File: config.mk
export PLATFORM = sky130hd
export DESIGN_NAME = cpu_shift_unit_with_packed_lanes_core
export DESIGN_NICKNAME = d
export VERILOG_FILES = /design/src/design/csu_pkg.sv /design/src/design/csu_decode.sv /design/src/design/csu_coarse.sv /design/src/design/csu_fine.sv /design/src/design/cpu_shift_unit_with_packed_lanes_core.sv
export SDC_FILE = /design/constraint.sdc
export NUM_CORES = 2
export LEC_CHECK = 0
export BUFFER_PORTS_ARGS = -buffer_cell sky130_fd_sc_hd__clkbuf_2
export CAP_MARGIN = 15
export CORE_MARGIN = 3
export CORE_UTILIZATION = 45
export DETAILED_ROUTE_END_ITERATION = 8
export PLACE_DENSITY_LB_ADDON = 0.08
export SLEW_MARGIN = 30
export SYNTH_ARGS = -nofsm -noshare
export SYNTH_HDL_FRONTEND = slang
export SYNTH_SLANG_ARGS = --single-unit
File: constraint.sdc
create_clock -name clk -period 16.44 [get_ports clk]
set_input_delay 3.288 -clock clk [delete_from_list [all_inputs] [get_ports clk]]
set_output_delay 3.288 -clock clk [all_outputs]
set_load 0.01 [all_outputs]
File: src/design/csu_pkg.sv
// Shared types, operation codes and lane shift function of the shift unit.
// No dependencies; used by csu_decode, csu_coarse, csu_fine and the top level.
package csu_pkg;

	localparam logic [4:0] MODE_DSLL   = 5'd0;
	localparam logic [4:0] MODE_DSRL   = 5'd1;
	localparam logic [4:0] MODE_DSRA   = 5'd2;
	localparam logic [4:0] MODE_DSLL32 = 5'd3;
	localparam logic [4:0] MODE_DSRL32 = 5'd4;
	localparam logic [4:0] MODE_DSRA32 = 5'd5;
	localparam logic [4:0] MODE_DSLLV  = 5'd6;
	localparam logic [4:0] MODE_DSRLV  = 5'd7;
	localparam logic [4:0] MODE_DSRAV  = 5'd8;
	localparam logic [4:0] MODE_SLL    = 5'd9;
	localparam logic [4:0] MODE_SRL    = 5'd10;
	localparam logic [4:0] MODE_SRA    = 5'd11;
	localparam logic [4:0] MODE_SLLV   = 5'd12;
	localparam logic [4:0] MODE_SRLV   = 5'd13;
	localparam logic [4:0] MODE_SRAV   = 5'd14;
	localparam logic [4:0] MODE_PSLLH  = 5'd15;
	localparam logic [4:0] MODE_PSRLH  = 5'd16;
	localparam logic [4:0] MODE_PSRAH  = 5'd17;
	localparam logic [4:0] MODE_PSLLW  = 5'd18;
	localparam logic [4:0] MODE_PSRLW  = 5'd19;
	localparam logic [4:0] MODE_PSRAW  = 5'd20;
	localparam logic [4:0] MODE_PSLLVW = 5'd21;
	localparam logic [4:0] MODE_PSRLVW = 5'd22;
	localparam logic [4:0] MODE_PSRAVW = 5'd23;
	localparam logic [4:0] MODE_QFSRV  = 5'd24;

	// Width of the funnel window carried from the coarse to the fine stage.
	localparam int unsigned FUN_W = 136;

	typedef enum logic [2:0] {
		CLS_NONE = 3'd0,
		CLS_DW   = 3'd1,
		CLS_W    = 3'd2,
		CLS_PH   = 3'd3,
		CLS_PW   = 3'd4,
		CLS_PVW  = 3'd5,
		CLS_FUN  = 3'd6
	} cls_t;

	typedef enum logic [1:0] {
		KIND_SLL = 2'd0,
		KIND_SRL = 2'd1,
		KIND_SRA = 2'd2
	} kind_t;

	typedef struct packed {
		cls_t       cls;
		kind_t      kind;
		logic [7:0] amt_lo;
		logic [4:0] amt_hi;
	} ctl_t;

	// Shift one dword by n according to its lane layout. Shifting by a
	// then by b gives the same as shifting by a+b in every lane, so the
	// coarse and fine stages both use this.
	function automatic logic [63:0] lane_shift(input logic [63:0] d, input cls_t cls,
			input kind_t kind, input logic [5:0] n);
		logic [63:0] r;
		logic [15:0] h;
		logic [31:0] w;
		r = '0;
		case (cls) inside
			CLS_DW: begin
				case (kind)
					KIND_SLL: r = d << n;
					KIND_SRA: r = 64'($signed(d) >>> n);
					default:  r = d >> n;
				endcase
			end
			CLS_W, CLS_PVW: begin
				w = d[31:0];
				case (kind)
					KIND_SLL: r[31:0] = w << n[4:0];
					KIND_SRA: r[31:0] = 32'($signed(w) >>> n[4:0]);
					default:  r[31:0] = w >> n[4:0];
				endcase
			end
			CLS_PW: begin
				for (int i = 0; i < 2; i++) begin
					w = d[32*i +: 32];
					case (kind)
						KIND_SLL: r[32*i +: 32] = w << n[4:0];
						KIND_SRA: r[32*i +: 32] = 32'($signed(w) >>> n[4:0]);
						default:  r[32*i +: 32] = w >> n[4:0];
					endcase
				end
			end
			CLS_PH: begin
				for (int i = 0; i < 4; i++) begin
					h = d[16*i +: 16];
					case (kind)
						KIND_SLL: r[16*i +: 16] = h << n[3:0];
						KIND_SRA: r[16*i +: 16] = 16'($signed(h) >>> n[3:0]);
						default:  r[16*i +: 16] = h >> n[3:0];
					endcase
				end
			end
			default: r = '0;
		endcase
		return r;
	endfunction

endpackage

File: src/design/csu_decode.sv
// Operation decoder: mode and amount fields to lane class, kind and amounts.
// Depends on csu_pkg.
module csu_decode (
	input  logic [4:0]    mode,
	input  logic [4:0]    shift_field,
	input  logic [7:0]    sa_amount,
	input  logic [5:0]    rs_low_amt,
	input  logic [4:0]    rs_high_amt,
	output csu_pkg::ctl_t ctl
);
	import csu_pkg::*;

	always_comb begin
		ctl.cls    = CLS_NONE;
		ctl.amt_lo = '0;
		ctl.amt_hi = '0;
		unique case (mode) inside
			MODE_DSLL, MODE_DSRL, MODE_DSRA: begin
				ctl.cls    = CLS_DW;
				ctl.amt_lo = {3'b000, shift_field};
			end
			MODE_DSLL32, MODE_DSRL32, MODE_DSRA32: begin
				ctl.cls    = CLS_DW;
				ctl.amt_lo = {3'b001, shift_field};
			end
			MODE_DSLLV, MODE_DSRLV, MODE_DSRAV: begin
				ctl.cls    = CLS_DW;
				ctl.amt_lo = {2'b00, rs_low_amt};
			end
			MODE_SLL, MODE_SRL, MODE_SRA: begin
				ctl.cls    = CLS_W;
				ctl.amt_lo = {3'b000, shift_field};
			end
			MODE_SLLV, MODE_SRLV, MODE_SRAV: begin
				ctl.cls    = CLS_W;
				ctl.amt_lo = {3'b000, rs_low_amt[4:0]};
			end
			MODE_PSLLH, MODE_PSRLH, MODE_PSRAH: begin
				ctl.cls    = CLS_PH;
				ctl.amt_lo = {4'b0000, shift_field[3:0]};
				ctl.amt_hi = {1'b0, shift_field[3:0]};
			end
			MODE_PSLLW, MODE_PSRLW, MODE_PSRAW: begin
				ctl.cls    = CLS_PW;
				ctl.amt_lo = {3'b000, shift_field};
				ctl.amt_hi = shift_field;
			end
			MODE_PSLLVW, MODE_PSRLVW, MODE_PSRAVW: begin
				ctl.cls    = CLS_PVW;
				ctl.amt_lo = {3'b000, rs_low_amt[4:0]};
				ctl.amt_hi = rs_high_amt;
			end
			MODE_QFSRV: begin
				ctl.cls    = CLS_FUN;
				ctl.amt_lo = sa_amount;
			end
			default: begin
			end
		endcase

		unique case (mode) inside
			MODE_DSLL, MODE_DSLL32, MODE_DSLLV, MODE_SLL, MODE_SLLV,
			MODE_PSLLH, MODE_PSLLW, MODE_PSLLVW:
				ctl.kind = KIND_SLL;
			MODE_DSRA, MODE_DSRA32, MODE_DSRAV, MODE_SRA, MODE_SRAV,
			MODE_PSRAH, MODE_PSRAW, MODE_PSRAVW:
				ctl.kind = KIND_SRA;
			default:
				ctl.kind = KIND_SRL;
		endcase
	end

endmodule

File: src/design/csu_coarse.sv
// Coarse shift stage: shifts by whole bytes and registers the result (_s2).
// Depends on csu_pkg.
module csu_coarse (
	input  logic                    clk,
	input  logic                    en,
	input  csu_pkg::ctl_t           ctl_s1,
	input  logic [127:0]            rt_s1,
	input  logic [127:0]            rs_s1,
	output csu_pkg::ctl_t           ctl_s2,
	output logic [csu_pkg::FUN_W-1:0] data_s2
);
	import csu_pkg::*;

	logic [63:0]      lo_c;
	logic [63:0]      hi_c;
	logic [255:0]     fun_c;
	logic [FUN_W-1:0] data_c;

	always_comb begin
		lo_c  = lane_shift(rt_s1[63:0], ctl_s1.cls, ctl_s1.kind, {ctl_s1.amt_lo[5:3], 3'b000});
		hi_c  = lane_shift(rt_s1[127:64], ctl_s1.cls, ctl_s1.kind,
			{1'b0, ctl_s1.amt_hi[4:3], 3'b000});
		// Funnel: byte steps over the 256-bit {rs,rt}, keep a window for the bit step.
		fun_c = {rs_s1, rt_s1} >> {ctl_s1.amt_lo[7:3], 3'b000};
		if (ctl_s1.cls == CLS_FUN) begin
			data_c = fun_c[FUN_W-1:0];
		end else begin
			data_c = {{(FUN_W-128){1'b0}}, hi_c, lo_c};
		end
	end

	always_ff @(posedge clk) begin
		if (en) begin
			ctl_s2  <= ctl_s1;
			data_s2 <= data_c;
		end
	end

endmodule

File: src/design/csu_fine.sv
// Fine shift stage: bit steps, sign extension and result select (_s3).
// Depends on csu_pkg.
module csu_fine (
	input  logic                      clk,
	input  logic                      en,
	input  csu_pkg::ctl_t             ctl_s2,
	input  logic [csu_pkg::FUN_W-1:0] data_s2,
	output logic [63:0]               lo_s3,
	output logic [63:0]               hi_s3,
	output logic                      hw_s3
);
	import csu_pkg::*;

	logic [63:0]      lo_f;
	logic [63:0]      hi_f;
	logic [FUN_W-1:0] fun_f;
	logic [63:0]      lo_n;
	logic [63:0]      hi_n;
	logic             hw_n;

	always_comb begin
		lo_f  = lane_shift(data_s2[63:0], ctl_s2.cls, ctl_s2.kind, {3'b000, ctl_s2.amt_lo[2:0]});
		hi_f  = lane_shift(data_s2[127:64], ctl_s2.cls, ctl_s2.kind,
			{3'b000, ctl_s2.amt_hi[2:0]});
		fun_f = data_s2 >> ctl_s2.amt_lo[2:0];
		lo_n  = '0;
		hi_n  = '0;
		hw_n  = 1'b0;
		case (ctl_s2.cls) inside
			CLS_DW: lo_n = lo_f;
			CLS_W:  lo_n = {{32{lo_f[31]}}, lo_f[31:0]};
			CLS_PH, CLS_PW: begin
				lo_n = lo_f;
				hi_n = hi_f;
				hw_n = 1'b1;
			end
			CLS_PVW: begin
				lo_n = {{32{lo_f[31]}}, lo_f[31:0]};
				hi_n = {{32{hi_f[31]}}, hi_f[31:0]};
				hw_n = 1'b1;
			end
			CLS_FUN: begin
				lo_n = fun_f[63:0];
				hi_n = fun_f[127:64];
				hw_n = 1'b1;
			end
			default: begin
			end
		endcase
	end

	always_ff @(posedge clk) begin
		if (en) begin
			lo_s3 <= lo_n;
			hi_s3 <= hi_n;
			hw_s3 <= hw_n;
		end
	end

endmodule

File: src/design/cpu_shift_unit_with_packed_lanes_core.sv
// Top level of the 128-bit shift unit: handshake, stage valid bits, stage 1.
// Depends on csu_pkg, csu_decode, csu_coarse and csu_fine.
//
//   channel | handshake              | payload
//   --------+------------------------+----------------------------------------------
//   in      | in_valid / in_stall    | mode rt_low rt_high rs_low rs_high shift_field sa_amount
//   out     | out_valid / out_stall  | result_low result_high high_written
//
// Three register stages: decode (s1), byte-step shift (s2), bit-step shift and select (s3).
// One item enters per cycle while in_stall is low; it passes through s1, s2 and s3 in turn
// and is on the output once it reaches s3. Reset clears the stage valid bits only. in_stall
// is raised only when all three stages hold items and out_stall is high; a stall holds each
// full stage that has only full stages after it, moves the others on and drops nothing.
module cpu_shift_unit_with_packed_lanes_core (
	input  logic        clk,
	input  logic        arst_n,
	input  logic        in_valid,
	output logic        in_stall,
	input  logic [4:0]  mode,
	input  logic [63:0] rt_low,
	input  logic [63:0] rt_high,
	input  logic [63:0] rs_low,
	input  logic [63:0] rs_high,
	input  logic [4:0]  shift_field,
	input  logic [7:0]  sa_amount,
	output logic        out_valid,
	input  logic        out_stall,
	output logic [63:0] result_low,
	output logic [63:0] result_high,
	output logic        high_written
);
	import csu_pkg::*;

	logic             valid_s1;
	logic             valid_s2;
	logic             valid_s3;
	logic             adv1;
	logic             adv2;
	logic             adv3;
	ctl_t             ctl_d;
	ctl_t             ctl_s1;
	ctl_t             ctl_s2;
	logic [127:0]     rt_s1;
	logic [127:0]     rs_s1;
	logic [FUN_W-1:0] data_s2;

	// A stage advances when it is empty or the stage after it advances.
	assign adv3     = !valid_s3 || !out_stall;
	assign adv2     = !valid_s2 || adv3;
	assign adv1     = !valid_s1 || adv2;
	assign in_stall = !adv1;

	always_ff @(posedge clk or negedge arst_n) begin
		if (!arst_n) begin
			valid_s1 <= 1'b0;
			valid_s2 <= 1'b0;
			valid_s3 <= 1'b0;
		end else begin
			if (adv1) begin
				valid_s1 <= in_valid;
			end
			if (adv2) begin
				valid_s2 <= valid_s1;
			end
			if (adv3) begin
				valid_s3 <= valid_s2;
			end
		end
	end

	csu_decode u_decode (
		.mode        (mode),
		.shift_field (shift_field),
		.sa_amount   (sa_amount),
		.rs_low_amt  (rs_low[5:0]),
		.rs_high_amt (rs_high[4:0]),
		.ctl         (ctl_d)
	);

	// Capture the item and its decoded control.
	always_ff @(posedge clk) begin
		if (adv1 && in_valid) begin
			ctl_s1 <= ctl_d;
			rt_s1  <= {rt_high, rt_low};
			rs_s1  <= {rs_high, rs_low};
		end
	end

	csu_coarse u_coarse (
		.clk     (clk),
		.en      (adv2 && valid_s1),
		.ctl_s1  (ctl_s1),
		.rt_s1   (rt_s1),
		.rs_s1   (rs_s1),
		.ctl_s2  (ctl_s2),
		.data_s2 (data_s2)
	);

	csu_fine u_fine (
		.clk     (clk),
		.en      (adv3 && valid_s2),
		.ctl_s2  (ctl_s2),
		.data_s2 (data_s2),
		.lo_s3   (result_low),
		.hi_s3   (result_high),
		.hw_s3   (high_written)
	);

	assign out_valid = valid_s3;

endmodule

==> impl_metrics.env <==
export IMPL_status="finished clean"
export IMPL_r2r_start="ctl_s1[8]$_SDFFCE_PN0P_"
export IMPL_grt_overflow_total=0
export IMPL_antenna_found_initial=38
export IMPL_finalSetupViolCount=0
export IMPL_drive_gt1_share_pct=21.5
export IMPL_max_freq_mhz=141
export IMPL_cp_max_fo=4
export IMPL_synthCells=6138
export IMPL_place_hpwl_mm=229
export IMPL_tightest_slew_ns=1.24
export IMPL_root_buffer="clkbuf_16"
export IMPL_rows=129
export IMPL_ioPinCount=409
export IMPL_clkTransAtPathRegs_ns=0.06
export IMPL_met2_length_mm=134
export IMPL_min_to="u_coarse.ctl_s2[7]$_DFFE_PP_"
export IMPL_wl_per_cell_um=40.4
export IMPL_cp_end_kind="primary output"
export IMPL_drt_iter0_markers=9951
export IMPL_insertion_delay_ns=0.71
export IMPL_ys_ff_latch=552
export IMPL_reg2reg_to="u_coarse.data_s2[72]$_DFFE_PP_"
export IMPL_hold_class="flop to flop"
export IMPL_numCtsBuffers=56
export IMPL_coreArea_mm2=0.124
export IMPL_synth_avg_cell_area_um2=9.22
export IMPL_drtAntennaViolNets=0
export IMPL_clock_skew_ns=0.0395
export IMPL_synth_top_flop_cell="edfxtp_1"
export IMPL_setup_worst_path_class="primary input to primary output"
export IMPL_grt_pass1_wl_mm=434
export IMPL_max_cap_violations=0
export IMPL_vias=58503
export IMPL_start_kind="primary input"
export IMPL_fillers=11674
export IMPL_die_y_um=361
export IMPL_powerDensity_mw_per_mm2=99.8
export IMPL_cts_sinks=552
export IMPL_cts_buffer_depth=3
export IMPL_firstDrtPassIters=7
export IMPL_wirelength_mm=316
export IMPL_yosysWarnings=0
export IMPL_dp_cells=7678
export IMPL_peakVddDrop_uv=123
export IMPL_syn_nets=6416
export IMPL_wl_met3_mm=38.5
export IMPL_timing_final_crit_period_ns=7.11
export IMPL_holdPathStages=0
export IMPL_die_w_um=361
export IMPL_route_detailed_drc=0
export IMPL_grt_pass1_vias=53209
export IMPL_synth_edff_count=549
export IMPL_cts_tree="built"
export IMPL_hold_start="ctl_s1[7]$_SDFFCE_PN0P_"
export IMPL_tns_ns=0
export IMPL_async_flop_share_pct=0.543
export IMPL_hold_viol=0
export IMPL_worstPathArrival_ns=3.82
export IMPL_cts_post_setup_buffers_inserted=0
export IMPL_place_congestion=1.08
export IMPL_cts_resized=0
export IMPL_cts_max_level=2
export IMPL_required_ns=13.15
export IMPL_reg2reg_slack_ns=10.95
export IMPL_final_cells=7810
export IMPL_grt_util_all_layers_pct=47.1
export IMPL_fin_crit_sh_pct=43.2
export IMPL_r2r_cells=9
export IMPL_maxSlewViolCount=0
export IMPL_finalNetCount=6387
export IMPL_mappedNetlistArea_mm2=0.0566
export IMPL_drt_met1_wl_mm=111
export IMPL_start_util_pct=45.5
export IMPL_top_layer="met5"
export IMPL_synth_seq_area_share_pct=29.3
export IMPL_p_leak_nw=22.8
export IMPL_grt_max_degree=189
export IMPL_rsz0062_at_grt="false"
export IMPL_postCtsHoldBufs=0
export IMPL_slew_headroom_pct=15.0
export IMPL_dieArea_mm2=0.130
export IMPL_io_buffers=408
export IMPL_synthToLayoutAreaGrowth_pct=8.31
export IMPL_vias_per_cell=7.49
export IMPL_yosysUniqueCellTypes=87
-- placed cells by master (no fill, tap or decap), types with 56 or more instances in the layout --
cell type,Yosys,routed
a211oi_1,101,100
a21oi_1,506,500
a22oi_1,66,65
a31oi_1,93,92
buf_4,32,194
clkbuf_16,0,56
clkbuf_2,2,408
edfxtp_1,549,549
mux2_2,160,160
mux2i_1,567,565
mux4_2,362,362
nand2_1,659,656
nand2b_1,68,68
nand3_1,97,96
nor2_1,556,546
nor2b_1,70,67
nor3_1,98,96
o211ai_1,110,110
o21ai_0,427,419
o221ai_1,67,66
o22ai_1,122,117
-- stage by stage --
stage | total power (W) | util [%] | setup WS (ns) | hold slack [ns] | cell area (um2)
6_report | 0.00611 | 49.3 | 9.33 | 0.419 | 61300
5_1_grt | 0.00628 | 49.3 | 9.28 | 0.430 | 61200
4_1_cts | 0.00596 | 49.1 | 9.33 | 0.420 | 61000
3_5_place_dp | 0.00463 | 47.6 | 9.33 | 0.405 | 59100
3_3_place_gp | 0.00462 | 47.5 | 9.32 | 0.404 | 59100
2_1_floorplan | 0.00364 | - | 3.02 | 0.400 | 56600
-- critical path, cell delays in order --
cell      delay (ns)
clkbuf_2        0.14
nand4_1         0.16
inv_1           0.09
clkbuf_2        0.13
-- Yosys cell counts, types with 66 or more instances --
cell type / count / area share, %
a22oi_1: 66 / 0.88
buf_1: 88 / 0.58
mux2_2: 160 / 3.2
o221ai_1: 67 / 1.0
o22ai_1: 122 / 1.3
edfxtp_1: 549 / 29
nand2b_1: 68 / 0.75
nand2_1: 659 / 4.4
nor2_1: 556 / 3.7
o21ai_0: 427 / 3.8
mux4_2: 362 / 14
clkbuf_1: 384 / 2.5
nor3_1: 98 / 0.87
a211oi_1: 101 / 1.3
buf_2: 156 / 1.4
o211ai_1: 110 / 1.5
a21oi_1: 506 / 4.5
a31oi_1: 93 / 1.0
nor2b_1: 70 / 0.77
mux2i_1: 567 / 10
nand3_1: 97 / 0.86
-- state kept, by name (all words and copies together), names as in the netlist --
signal / count
u_coarse.data_s2: 135
rs_s1: 128
rt_s1: 128
u_fine.hi_s3: 64
u_fine.lo_s3: 64
ctl_s1: 18
u_coarse.ctl_s2: 11
out_valid: 1
u_fine.hw_s3: 1
valid_s1: 1
valid_s2: 1
-- layout make-up --
type                    count  area [um2]  area share [%]
diodes                     20        50.0          0.0817
clock buffers              67        1440            2.35
clock inverters            35         435           0.711
inverters                  56         225           0.368
multi-input cells        4819       36600            59.8
flip-flops and latches    552       16600            27.0
well taps                1637        2050            3.34
repair buffers            624        3880            6.34
-- metal layers --
layer	GRT usage, %	vias up
met5	0.290	-
met4	36.7	24
met3	14.4	1202
met2	69.6	4957
met1	57.3	28516
li1	-	23804
-- logic make-up (layout without fill, tap and decap cells) --
logic type / Yosys count / after routing / synth area share [%]
xor+xnor: 5 / 5 / 0.0774
other cells: 0 / 20 / 0
mux: 1096 / 1096 / 27.9
buf+inv: 767 / 782 / 6.38
simple gates: 1720 / 1720 / 13.3
flops: 552 / 552 / 29.3
compound gates: 1998 / 1998 / 23.0
-- report_power, final --
part | leakage (nW) | total [W] | switching [W] | internal, W
logic | 16.5 | 0.00275 | 0.00178 | 0.000967
clock network | 0.906 | 0.00133 | 0.000577 | 0.000754
registers | 5.43 | 0.00203 | 0.000266 | 0.00177
total | 22.8 | 0.00611 | 0.00263 | 0.00349
-- how the worst max path moves through the flow --
stage	start	endpoint	slack (ns)	cells past startpoint
6_report	out_stall	in_stall	9.33	4
3_5_place_dp	out_stall	in_stall	9.33	4
5_1_grt	out_stall	in_stall	9.28	4
4_1_cts	out_stall	in_stall	9.33	4
2_1_floorplan	out_stall	u_fine.hi_s3[0]$_SDFFCE_PP0P_	3.02	1
3_3_place_gp	out_stall	in_stall	9.32	4
(Power assumes the default switching activity.)
